[src/rtl/core/uart_rx_tick_sampler_ring_writer_assert.svh]
// Assertion macros for the serial receiver core.
`ifndef UART_RX_TICK_SAMPLER_RING_WRITER_ASSERT_SVH
`define UART_RX_TICK_SAMPLER_RING_WRITER_ASSERT_SVH

// Condition a implies condition c in the same cycle.
`define URX_ASSERT_NOW(label, clk, rst, a, c, msg) \
  label: assert property (@(posedge clk) disable iff (rst) (a) |-> (c)) \
    else $error(msg);

// Condition a implies condition c in the next cycle.
`define URX_ASSERT_NEXT(label, clk, rst, a, c, msg) \
  label: assert property (@(posedge clk) disable iff (rst) (a) |=> (c)) \
    else $error(msg);

`endif

[src/rtl/core/uartrx_pkg.sv]
`default_nettype none

package uartrx_pkg;

  localparam int DEFAULT_BUFFER_DEPTH = 500;

  localparam int PHASE_W = 7;
  localparam int SLOT_W  = 4;
  localparam int INDEX_W = 9;
  localparam int DATA_W  = 8;

  localparam logic [PHASE_W-1:0] START_CHECK_PHASE  = 7'd4;
  localparam logic [PHASE_W-1:0] FIRST_SAMPLE_PHASE = 7'd14;
  localparam logic [PHASE_W-1:0] SAMPLE_SPACING     = 7'd10;
  localparam logic [PHASE_W-1:0] STOP_PHASE         = 7'd94;
  localparam logic [SLOT_W-1:0]  DATA_BITS          = 4'd8;

  typedef enum logic [1:0] {
    EV_NONE      = 2'd0,
    EV_STORED    = 2'd1,
    EV_START_BAD = 2'd2,
    EV_STOP_BAD  = 2'd3
  } event_t;

  typedef struct packed {
    logic [PHASE_W-1:0] phase;
    logic [PHASE_W-1:0] next_action;
    logic [SLOT_W-1:0]  bit_slot;
    logic [DATA_W-1:0]  bits;
    logic [INDEX_W-1:0] head;
    logic [INDEX_W-1:0] fill;
    logic [INDEX_W-1:0] high_water;
  } rx_state_t;

  typedef struct packed {
    event_t             ev;
    logic [DATA_W-1:0]  data;
    logic [INDEX_W-1:0] write_index;
    logic [INDEX_W-1:0] fill;
    logic [INDEX_W-1:0] high_water;
  } rx_result_t;

endpackage

`default_nettype wire

[src/rtl/core/uartrx_step.sv]
`default_nettype none

module uartrx_step #(
  parameter int BUFFER_DEPTH = uartrx_pkg::DEFAULT_BUFFER_DEPTH
) (
  input  uartrx_pkg::rx_state_t              st,
  input  logic                               line_high,
  input  logic [uartrx_pkg::INDEX_W-1:0]     rd,
  output uartrx_pkg::rx_state_t              st_next,
  output uartrx_pkg::rx_result_t             res
);

  localparam int DepthW = $clog2(BUFFER_DEPTH + 1);
  localparam int SumW   = ((DepthW > uartrx_pkg::INDEX_W) ? DepthW : uartrx_pkg::INDEX_W) + 1;

  logic [uartrx_pkg::PHASE_W-1:0] ph;
  logic [uartrx_pkg::INDEX_W-1:0] head_inc;
  logic [uartrx_pkg::INDEX_W-1:0] head_new;
  logic [SumW-1:0]                h_wide;
  logic [SumW-1:0]                r_wide;
  logic [SumW-1:0]                f_wide;
  logic [uartrx_pkg::INDEX_W-1:0] fill_new;
  logic [uartrx_pkg::DATA_W-1:0]  keep;

  assign ph       = st.phase + 7'd1;
  assign head_inc = st.head + 9'd1;
  assign head_new = (SumW'(head_inc) == SumW'(BUFFER_DEPTH)) ? '0 : head_inc;
  assign h_wide   = SumW'(head_new);
  assign r_wide   = SumW'(rd);
  assign f_wide   = (h_wide >= r_wide) ? (h_wide - r_wide)
                                       : (h_wide + SumW'(BUFFER_DEPTH) - r_wide);
  assign fill_new = f_wide[uartrx_pkg::INDEX_W-1:0];

  // Bits at or above the slot count read as zero.
  always_comb begin
    for (int i = 0; i < uartrx_pkg::DATA_W; i++) begin
      keep[i] = (st.bit_slot > uartrx_pkg::SLOT_W'(i));
    end
  end

  always_comb begin
    st_next         = st;
    res.ev          = uartrx_pkg::EV_NONE;
    res.data        = '0;
    res.write_index = '0;

    if (st.phase == '0) begin
      if (!line_high) begin
        st_next.phase       = 7'd1;
        st_next.next_action = uartrx_pkg::START_CHECK_PHASE;
        st_next.bit_slot    = '0;
      end
    end else begin
      st_next.phase = ph;
      if (st.next_action > ph) begin
        // wait for the next action phase
      end else if (ph <= uartrx_pkg::START_CHECK_PHASE) begin
        if (line_high) begin
          st_next.phase       = '0;
          st_next.next_action = '0;
          st_next.bit_slot    = '0;
          res.ev              = uartrx_pkg::EV_START_BAD;
        end else begin
          st_next.next_action = uartrx_pkg::FIRST_SAMPLE_PHASE;
          st_next.bits        = '0;
        end
      end else if (ph < uartrx_pkg::STOP_PHASE) begin
        if (st.bit_slot < uartrx_pkg::DATA_BITS) begin
          st_next.bits[st.bit_slot[2:0]] = line_high;
        end
        st_next.bit_slot    = st.bit_slot + 4'd1;
        st_next.next_action = st.next_action + uartrx_pkg::SAMPLE_SPACING;
      end else if (!line_high) begin
        st_next.phase       = '0;
        st_next.next_action = '0;
        st_next.bit_slot    = '0;
        res.ev              = uartrx_pkg::EV_STOP_BAD;
      end else begin
        res.ev              = uartrx_pkg::EV_STORED;
        res.data            = st.bits & keep;
        res.write_index     = st.head;
        st_next.head        = head_new;
        st_next.fill        = fill_new;
        if (fill_new >= st.high_water) begin
          st_next.high_water = fill_new;
        end
        st_next.phase       = '0;
        st_next.next_action = '0;
        st_next.bit_slot    = '0;
      end
    end

    res.fill       = st_next.fill;
    res.high_water = st_next.high_water;
  end

endmodule

`default_nettype wire

[src/rtl/core/uart_rx_tick_sampler_ring_writer.sv]
// Oversampled 8N1 serial receiver that feeds an external ring buffer. Each
// item is one tick: a line sample plus the consumer's read index. A low line
// from idle opens a frame; the start bit is rechecked at phase 4, data bits
// are taken LSB first at phases 14, 24 .. 84, and the stop bit is checked at
// phase 94. Every item yields exactly one result item: an event code, the
// byte and its ring slot (both zero unless a byte was stored), the fill after
// the latest store and the high-water mark since reset. The block takes one
// item per cycle while sample_stall is low and returns its result through the
// input register, then the result register; the frame state update is a
// single combinational pass between them. A stall on the result side backs
// up into sample_stall once both registers hold items.
`default_nettype none

`include "uart_rx_tick_sampler_ring_writer_assert.svh"

module uart_rx_tick_sampler_ring_writer #(
  parameter int BUFFER_DEPTH = uartrx_pkg::DEFAULT_BUFFER_DEPTH
) (
  input  logic                               clk,
  input  logic                               rst,
  // sample channel
  input  logic                               sample_valid,
  output logic                               sample_stall,
  input  logic                               line_level,
  input  logic [uartrx_pkg::INDEX_W-1:0]     read_index,
  // result channel
  output logic                               result_valid,
  input  logic                               result_stall,
  output logic [1:0]                         event_code,
  output logic [uartrx_pkg::DATA_W-1:0]      data_byte,
  output logic [uartrx_pkg::INDEX_W-1:0]     write_index,
  output logic [uartrx_pkg::INDEX_W-1:0]     fill_count,
  output logic [uartrx_pkg::INDEX_W-1:0]     high_water
);

  // Input register.
  logic                           s1_valid;
  logic                           s1_line;
  logic [uartrx_pkg::INDEX_W-1:0] s1_read;

  // Frame and ring state.
  uartrx_pkg::rx_state_t  state;
  uartrx_pkg::rx_state_t  state_next;
  uartrx_pkg::rx_result_t step_res;

  logic out_free;
  logic advance;
  logic take;

  // Result register is free when empty or being drained this cycle.
  assign out_free     = !result_valid || !result_stall;
  assign advance      = s1_valid && out_free;
  assign sample_stall = s1_valid && !out_free;
  assign take         = sample_valid && !sample_stall;

  uartrx_step #(
    .BUFFER_DEPTH(BUFFER_DEPTH)
  ) u_step (
    .st       (state),
    .line_high(s1_line),
    .rd       (s1_read),
    .st_next  (state_next),
    .res      (step_res)
  );

  // Input register: load on accept, drop when moved on.
  always_ff @(posedge clk) begin
    if (rst) begin
      s1_valid <= 1'b0;
    end else if (take) begin
      s1_valid <= 1'b1;
    end else if (advance) begin
      s1_valid <= 1'b0;
    end
  end

  always_ff @(posedge clk) begin
    if (take) begin
      s1_line <= line_level;
      s1_read <= read_index;
    end
  end

  // Commit the frame state only when the item moves to the result register.
  always_ff @(posedge clk) begin
    if (rst) begin
      state <= '0;
    end else if (advance) begin
      state <= state_next;
    end
  end

  // Result register: hold while stalled.
  always_ff @(posedge clk) begin
    if (rst) begin
      result_valid <= 1'b0;
    end else if (advance) begin
      result_valid <= 1'b1;
    end else if (!result_stall) begin
      result_valid <= 1'b0;
    end
  end

  always_ff @(posedge clk) begin
    if (advance) begin
      event_code  <= step_res.ev;
      data_byte   <= step_res.data;
      write_index <= step_res.write_index;
      fill_count  <= step_res.fill;
      high_water  <= step_res.high_water;
    end
  end

  // The mark never shrinks.
  `URX_ASSERT_NEXT(a_hw_monotonic, clk, rst, 1'b1,
    state.high_water >= $past(state.high_water), "high-water mark dropped")

  // An idle frame carries no pending action or bit count.
  `URX_ASSERT_NOW(a_idle_clean, clk, rst, state.phase == '0,
    state.next_action == '0 && state.bit_slot == '0, "idle frame holds stale state")

  // Only a stored byte carries data and a ring slot.
  `URX_ASSERT_NOW(a_no_store_zero, clk, rst,
    result_valid && event_code != uartrx_pkg::EV_STORED,
    data_byte == '0 && write_index == '0, "payload set without a store")

  // Only a stored byte moves the head.
  `URX_ASSERT_NEXT(a_head_on_store, clk, rst,
    !(advance && step_res.ev == uartrx_pkg::EV_STORED),
    state.head == $past(state.head), "head moved without a store")

endmodule

`default_nettype wire

[config.mk]
export PLATFORM = sky130hd
export DESIGN_NAME = uart_rx_tick_sampler_ring_writer
export DESIGN_NICKNAME = d
export VERILOG_FILES = /design/src/rtl/core/uartrx_pkg.sv /design/src/rtl/core/uartrx_step.sv /design/src/rtl/core/uart_rx_tick_sampler_ring_writer.sv
export VERILOG_INCLUDE_DIRS = /design/src /design/src/rtl/core
export SDC_FILE = /design/constraint.sdc
export NUM_CORES = 1
export LEC_CHECK = 0
export ABC_AREA = 1
export BUFFER_PORTS_ARGS = -buffer_cell sky130_fd_sc_hd__buf_2
export CORE_MARGIN = 5
export CORE_UTILIZATION = 52
export DETAILED_ROUTE_END_ITERATION = 12
export HOLD_SLACK_MARGIN = 0.03
export PLACE_DENSITY = 0.69
export SETUP_SLACK_MARGIN = 0.1
export SYNTH_ARGS = -nofsm -noshare
export SYNTH_HDL_FRONTEND = slang
export SYNTH_SLANG_ARGS = --single-unit
[constraint.sdc]
create_clock -name clk -period 4.39 [get_ports clk]
set_input_delay 0.2195 -clock clk [delete_from_list [all_inputs] [get_ports clk]]
set_output_delay 0.2195 -clock clk [all_outputs]
set_load 0.005 [all_outputs]
# After elaboration in Yosys (flattened, before gate mapping)

Index checks and enable logic that the tools add are counted.

Flip-flop bits (word level): 102
Bits of input ports: 14
Output and inout port bits: 39
Word-level logic and storage cells: 102

Add/subtract/negate cells: 7
Magnitude comparators: 16
Equal/unequal tests: 6
Muxes and demuxes: 31
Bitwise gates (word level): 6
Reductions and logical operators: 20

Operators with widths:

| operator            | count |
|---|---|
| $mux 27             | 3 |
| $mux 18             | 3 |
| $mux 53             | 1 |
| $mux 9              | 3 |
| $mux 26             | 1 |
| $mux 8              | 3 |
| $mux 19             | 1 |
| $ge 9x9->1          | 2 |
| $sub 9x9->9         | 2 |
| $mux 17             | 1 |
| $gt 4x3->1 const B  | 4 |
| $mux 7              | 2 |
| $reduce_and 6->1    | 2 |
| $mux 11             | 1 |
| $add 9x1->9 const B | 1 |
| $add 9x9->9 const B | 1 |
| $eq 9x9->1 const B  | 1 |
| $and 8x8->8         | 1 |
| $bwmux 8            | 1 |
| $gt 4x1->1 const B  | 2 |
| $gt 4x2->1 const B  | 2 |
| $mux 4              | 2 |
| $add 7x1->7 const B | 1 |
| $add 7x4->7 const B | 1 |
| 24 further kinds    | 44 |

# Logic depth before layout (Yosys ltp)

Depth after elaboration: 13
Mapped depth: 34
Mapped depth without buffers: 34

# Modules after synthesis

From an unflattened synthesis, not the netlist that was laid out.

Cells, all modules: 1,102
Area, all modules: 7,489.7 µm²

By module, submodules not included:

| module                           | times used | cells an instance | area each (µm²) | sequential area each (µm²) |
|---|---|---|---|---|
| uart_rx_tick_sampler_ring_writer | 1          | 406               | 3,854.9         | 2,512.4 |
| uartrx_step                      | 1          | 696               | 3,634.7         | 0.0 |

# Worst setup path after synthesis

OpenSTA, ideal clock, no wires.

Path kind: flip-flop to flip-flop
Start point: register state[18] (netlist bit)
End point: register state[0] (netlist bit)
Setup time: 0.111 ns
Data arrival time: 4.311 ns
Data required time: 4.279 ns
Path slack: -0.032 ns
Stages on the path, launching flop included: 31
Path buffers: 0
Period minus slack after synthesis: 4.422 ns
Cell sequence: dfxtp_1 -> ha_1 -> nand2_1 -> nor2_1 -> nand4_1 -> nor2_1 -> xor2_1 -> nand3_1 -> nand2_1 -> inv_1 -> ha_1 -> ha_1 -> inv_1 -> fa_1 -> inv_1 -> nand2_1 -> nand2_1 -> xor2_1 -> inv_1 -> nand2_1 -> nand2_1 -> ha_1 -> nand2_1 -> nor2_1 -> nand3b_1 -> nand4_1 -> nand4_2 -> nand2_1 -> nand3_1 -> nand2_1 -> inv_1

Word-level cells in the longest chain between the ends: 13
Elaborated cells between the ends (all ways): 15
Classes of those cells: add/sub: 4; order compare: 2; eq/ne: 1; mux: 8

Ends and longest elaborated chain:

| what                          | line                                   | source |
|---|---|---|
| from (decl)                   | uart_rx_tick_sampler_ring_writer.sv:42 | `uartrx_pkg::rx_state_t state;` |
| from (signal assigned)        | uart_rx_tick_sampler_ring_writer.sv:89 | `state <= state_next;` |
| $add 9x1->9 (*)               | uartrx_step.sv:26                      | `assign head_inc = st.head + 9'd1;` |
| $eq 9x9->1                    | uartrx_step.sv:27                      | `assign head_new = (SumW'(head_inc) == SumW'(BUFFER_DEPTH)) ? '0 : head_inc;` |
| $mux 9 (*)                    | uartrx_step.sv:27                      |  |
| net u_step.head_new (one bit) | uartrx_step.sv:18                      | `logic [uartrx_pkg::INDEX_W-1:0] head_new;` |
| $add 9x9->9                   | uartrx_step.sv:31                      | `: (h_wide + SumW'(BUFFER_DEPTH) - r_wide);` |
| $sub 9x9->9                   | uartrx_step.sv:31                      |  |
| $mux 9 (*)                    | uartrx_step.sv:30                      | `assign f_wide = (h_wide >= r_wide) ? (h_wide - r_wide)` |
| $ge 9x9->1                    | uartrx_step.sv:84                      | `if (fill_new >= st.high_water) begin` |
| $mux 9 (*)                    | uartrx_step.sv:84                      |  |
| $mux 27 (*)                   | uartrx_step.sv:73                      | `end else if (!line_high) begin` |
| $mux 27 (*)                   | uartrx_step.sv:67                      | `end else if (ph < uartrx_pkg::STOP_PHASE) begin` |
| $mux 27 (*)                   | uartrx_step.sv:57                      | `end else if (ph <= uartrx_pkg::START_CHECK_PHASE) begin` |
| $mux 53 (*)                   | uartrx_step.sv:55                      | `if (st.next_action > ph) begin` |
| $mux 18 (*)                   | uartrx_step.sv:47                      | `if (st.phase == '0) begin` |

The timed path passes the listed nets; every way through them passes the cells marked *. The select of a mux whose other input is x is not followed.
A chain may end at the register's enable or synchronous reset.

# Worst setup path in the final report

Start point: register state[18] (netlist bit)
End point: register state[3] (netlist bit)

Same word-level chain as after synthesis.

==> flow_metrics.env <==
export IMPL_start_util_pct=52.5
export IMPL_syn_avg_cell_area_um2=7.46
export IMPL_numCtsBuffers=9
export IMPL_route_met2_wl_um=7280
export IMPL_h_tree_depth=3
export IMPL_end_kind="register"
export IMPL_yosysUniqueCellTypes=38
export IMPL_power_density_mw_per_mm2=277
export IMPL_cp_common_cell="nand2_1"
export IMPL_num_vias=5744
export IMPL_hold_viol_final=0
export IMPL_setup_viol=0
export IMPL_cp_required_ns=4.64
export IMPL_grt_pass1_vias=5279
export IMPL_maxUsedRoutingLayer="met4"
export IMPL_final_area_mm2=0.00822
export IMPL_grt_max_degree=51
export IMPL_critPathKind="reg -> reg"
export IMPL_yosysWarningCount=0
export IMPL_fmaxAchievable_ghz=0.234
export IMPL_ir_drop_mv=0.221
export IMPL_die_w_um=122
export IMPL_drc=0
export IMPL_clk_pin_slew_worst_paths_ns=0.07
export IMPL_cpMaxStageDelayCell="fa_2"
export IMPL_hold_class="in -> reg"
export IMPL_skew_ns=0.0134
export IMPL_cts_path_max_buffers=2
export IMPL_gp_congestion=0.898
export IMPL_diodes=0
export IMPL_grt_pass1_wl_um=24800
export IMPL_maxSlewHeadroom_pct=47.7
export IMPL_leakage_uw=0.00381
export IMPL_coreArea_mm2=0.0125
export IMPL_synth_seq_cells=101
export IMPL_firstDrtPassIters=5
export IMPL_syn_to_final_growth_pct=25.1
export IMPL_placementRows=41
export IMPL_placedInstanceArea_mm2=0.00713
export IMPL_cts_root_buffer="clkbuf_16"
export IMPL_dp_hpwl_um=10700
export IMPL_boundaryPins=53
export IMPL_wl_met3_um=704
export IMPL_critPathMaxFanout=5
export IMPL_grt_overflow=0
export IMPL_syn_nets=943
export IMPL_layout_drive_gt1_share_pct=27.6
export IMPL_totalWireLength_um=15500
export IMPL_cap_violations=0
export IMPL_clock_sinks=101
export IMPL_slowest_delay_ns=0.58
export IMPL_synth_cells=880
export IMPL_grt_usage_pct=20.9
export IMPL_wl_met1_um=7000
export IMPL_syn_area_mm2=0.00657
export IMPL_finalWorstPathRequiredPeriod_ns=4.28
export IMPL_critical_path_arrival_ns=4.53
export IMPL_ant_nets=0
export IMPL_drv_slew=0
export IMPL_nNetsFinal=1035
export IMPL_wl_per_cell_um=13.5
export IMPL_port_buffers=52
export IMPL_antenna_found_initial=0
export IMPL_rsz0062_at_grt="true"
export IMPL_cts_tree="yes"
export IMPL_drt_iter0_drc=504
export IMPL_seq_area_frac_synth_pct=37.9
export IMPL_dieArea_mm2=0.0150
export IMPL_fin_tns_setup_ns=0
export IMPL_vias_per_cell=5.00
export IMPL_clock_latency_ns=0.36
export IMPL_fp_dieH_um=122
export IMPL_tightest_slew_ns=0.784
export IMPL_status="complete, no violations"
export IMPL_start_kind="register"
export IMPL_period_share_pct=97.4
[cell usage in the layout (no fill, tap or decap), drive strengths merged, types with 2 or more instances in the layout]
master	n
nand2	252
inv	156
buf	95
nor2	93
nand3	66
dfxtp	54
o21ai	48
edfxtp	47
ha	45
a21oi	42
nor3	17
nand4	14
xor2	13
clkbuf	9
dlygate4sd3	6
xnor2	5
fa	4
nand3b	3
a211oi	2
[layer usage]
metal	up-vias	GRT usage (%)
met2	159	33.8
met5	-	0
li1	2976	-
met1	2577	27.8
met4	0	9.17
met3	32	3.09
[metrics by stage]
| step | setup slack [ns] | power, µW | hold WS [ns] | utilization (%) | instances |
|---|---|---|---|---|---|
| 5_1_grt | -0.142 | 2390 | 0.0342 | 65.7 | 1149 |
| 3_3_place_gp | 0.0591 | 1350 | 0.397 | 57.0 | 1110 |
| 3_5_place_dp | -0.0693 | 1350 | 0.398 | 57.0 | 1110 |
| 4_1_cts | 0.107 | 2250 | 0.0306 | 62.5 | 1139 |
| 6_report | 0.112 | 2280 | 0.0411 | 65.7 | 1149 |
| 2_1_floorplan | 0.104 | 1260 | 0.318 | - | 880 |
[repair_timing]
action	CTS	global route
hold buffers	6	0
gates cloned	1	1
buffers inserted	6	9
endpoints found under the setup margin	18	18
resized for setup	60	78
pin swaps	27	49
endpoints found under the hold margin	6	0
[critical path: cells and delay by family (launching register included)]
kind                     cells  cell delay (ns)
AND/OR/NAND/NOR             21             2.09
adder cells (fa/ha/maj)      2             0.86
XOR/XNOR                     1             0.14
flip-flops                   1             0.38
buffers and inverters        8             0.69
[Yosys cell counts]
cell type | count | area share, %
nand3_4 | 1 | 0.27
o21bai_1 | 1 | 0.11
buf_6 | 5 | 0.86
nand3_2 | 1 | 0.15
nor2_2 | 4 | 0.38
nand3b_1 | 3 | 0.34
nor4_2 | 1 | 0.19
o21ai_1 | 12 | 0.91
a21oi_2 | 1 | 0.13
nand4_2 | 1 | 0.19
ha_1 | 45 | 8.6
xor2_1 | 13 | 1.7
nor2_1 | 74 | 4.2
nand4_4 | 1 | 0.32
nor2_4 | 14 | 2.4
fa_1 | 4 | 1.2
nor3_1 | 16 | 1.2
o21ai_0 | 32 | 2.4
a21boi_1 | 1 | 0.11
a21oi_1 | 41 | 3.1
nand4_1 | 11 | 1.0
xnor2_1 | 5 | 0.67
nor2_8 | 1 | 0.30
dfxtp_1 | 54 | 16
inv_1 | 145 | 8.3
o21ai_2 | 4 | 0.53
nand3_1 | 64 | 4.9
a21o_1 | 1 | 0.11
inv_2 | 6 | 0.34
edfxtp_1 | 47 | 21
nand2_4 | 3 | 0.51
clkbuf_1 | 7 | 0.40
buf_2 | 5 | 0.38
a211oi_2 | 2 | 0.38
nand2_1 | 237 | 14
nand2_2 | 12 | 1.1
nor3_2 | 1 | 0.15
buf_4 | 4 | 0.46
[cell type report]
type                       count  area [µm²]
inverter                     151         574
timing repair buffer         101         663
sequential                   101        2500
clock buffer                   9         225
multi-input combinational    608        3950
clock inverter                 7        88.8
tap                          172         215
fill                        1041        4300
[flip-flops by register name, summed over array words and instances, names as in the netlist]
register and cells:
data_byte 8, event_code 2, fill_count 9, high_water 9, result_valid 1, s1_line 1, s1_read 9, s1_valid 1
state 52, write_index 9
[worst paths after layout]
| kind | slack (ns) | from | endpoint | depth (start not counted) |
|---|---|---|---|---|
| max | 0.11 | state[18] | state[3] | 32 |
| min | 0.04 | read_index[0] | s1_read[0] | 1 |
| max reg2reg | 0.11 | state[18] | state[3] | 32 |
| min reg2reg | 0.49 | state[21] | state[21] | 2 |
[kinds of logic after synthesis]
logic type               synth area share (%)
AO/OA/AOI/OAI                            7.87
XOR/XNOR                                 2.40
adder cells (fa/ha/maj)                  9.79
buffers and inverters                    10.7
flip-flops                               37.9
AND/OR/NAND/NOR                          31.3
[report_power, final]
group	total (µW)	internal, µW	switching, µW
sequential	1030	1010	21.9
clock	842	458	383
combinational	404	167	237
(Power assumes the default switching activity.)
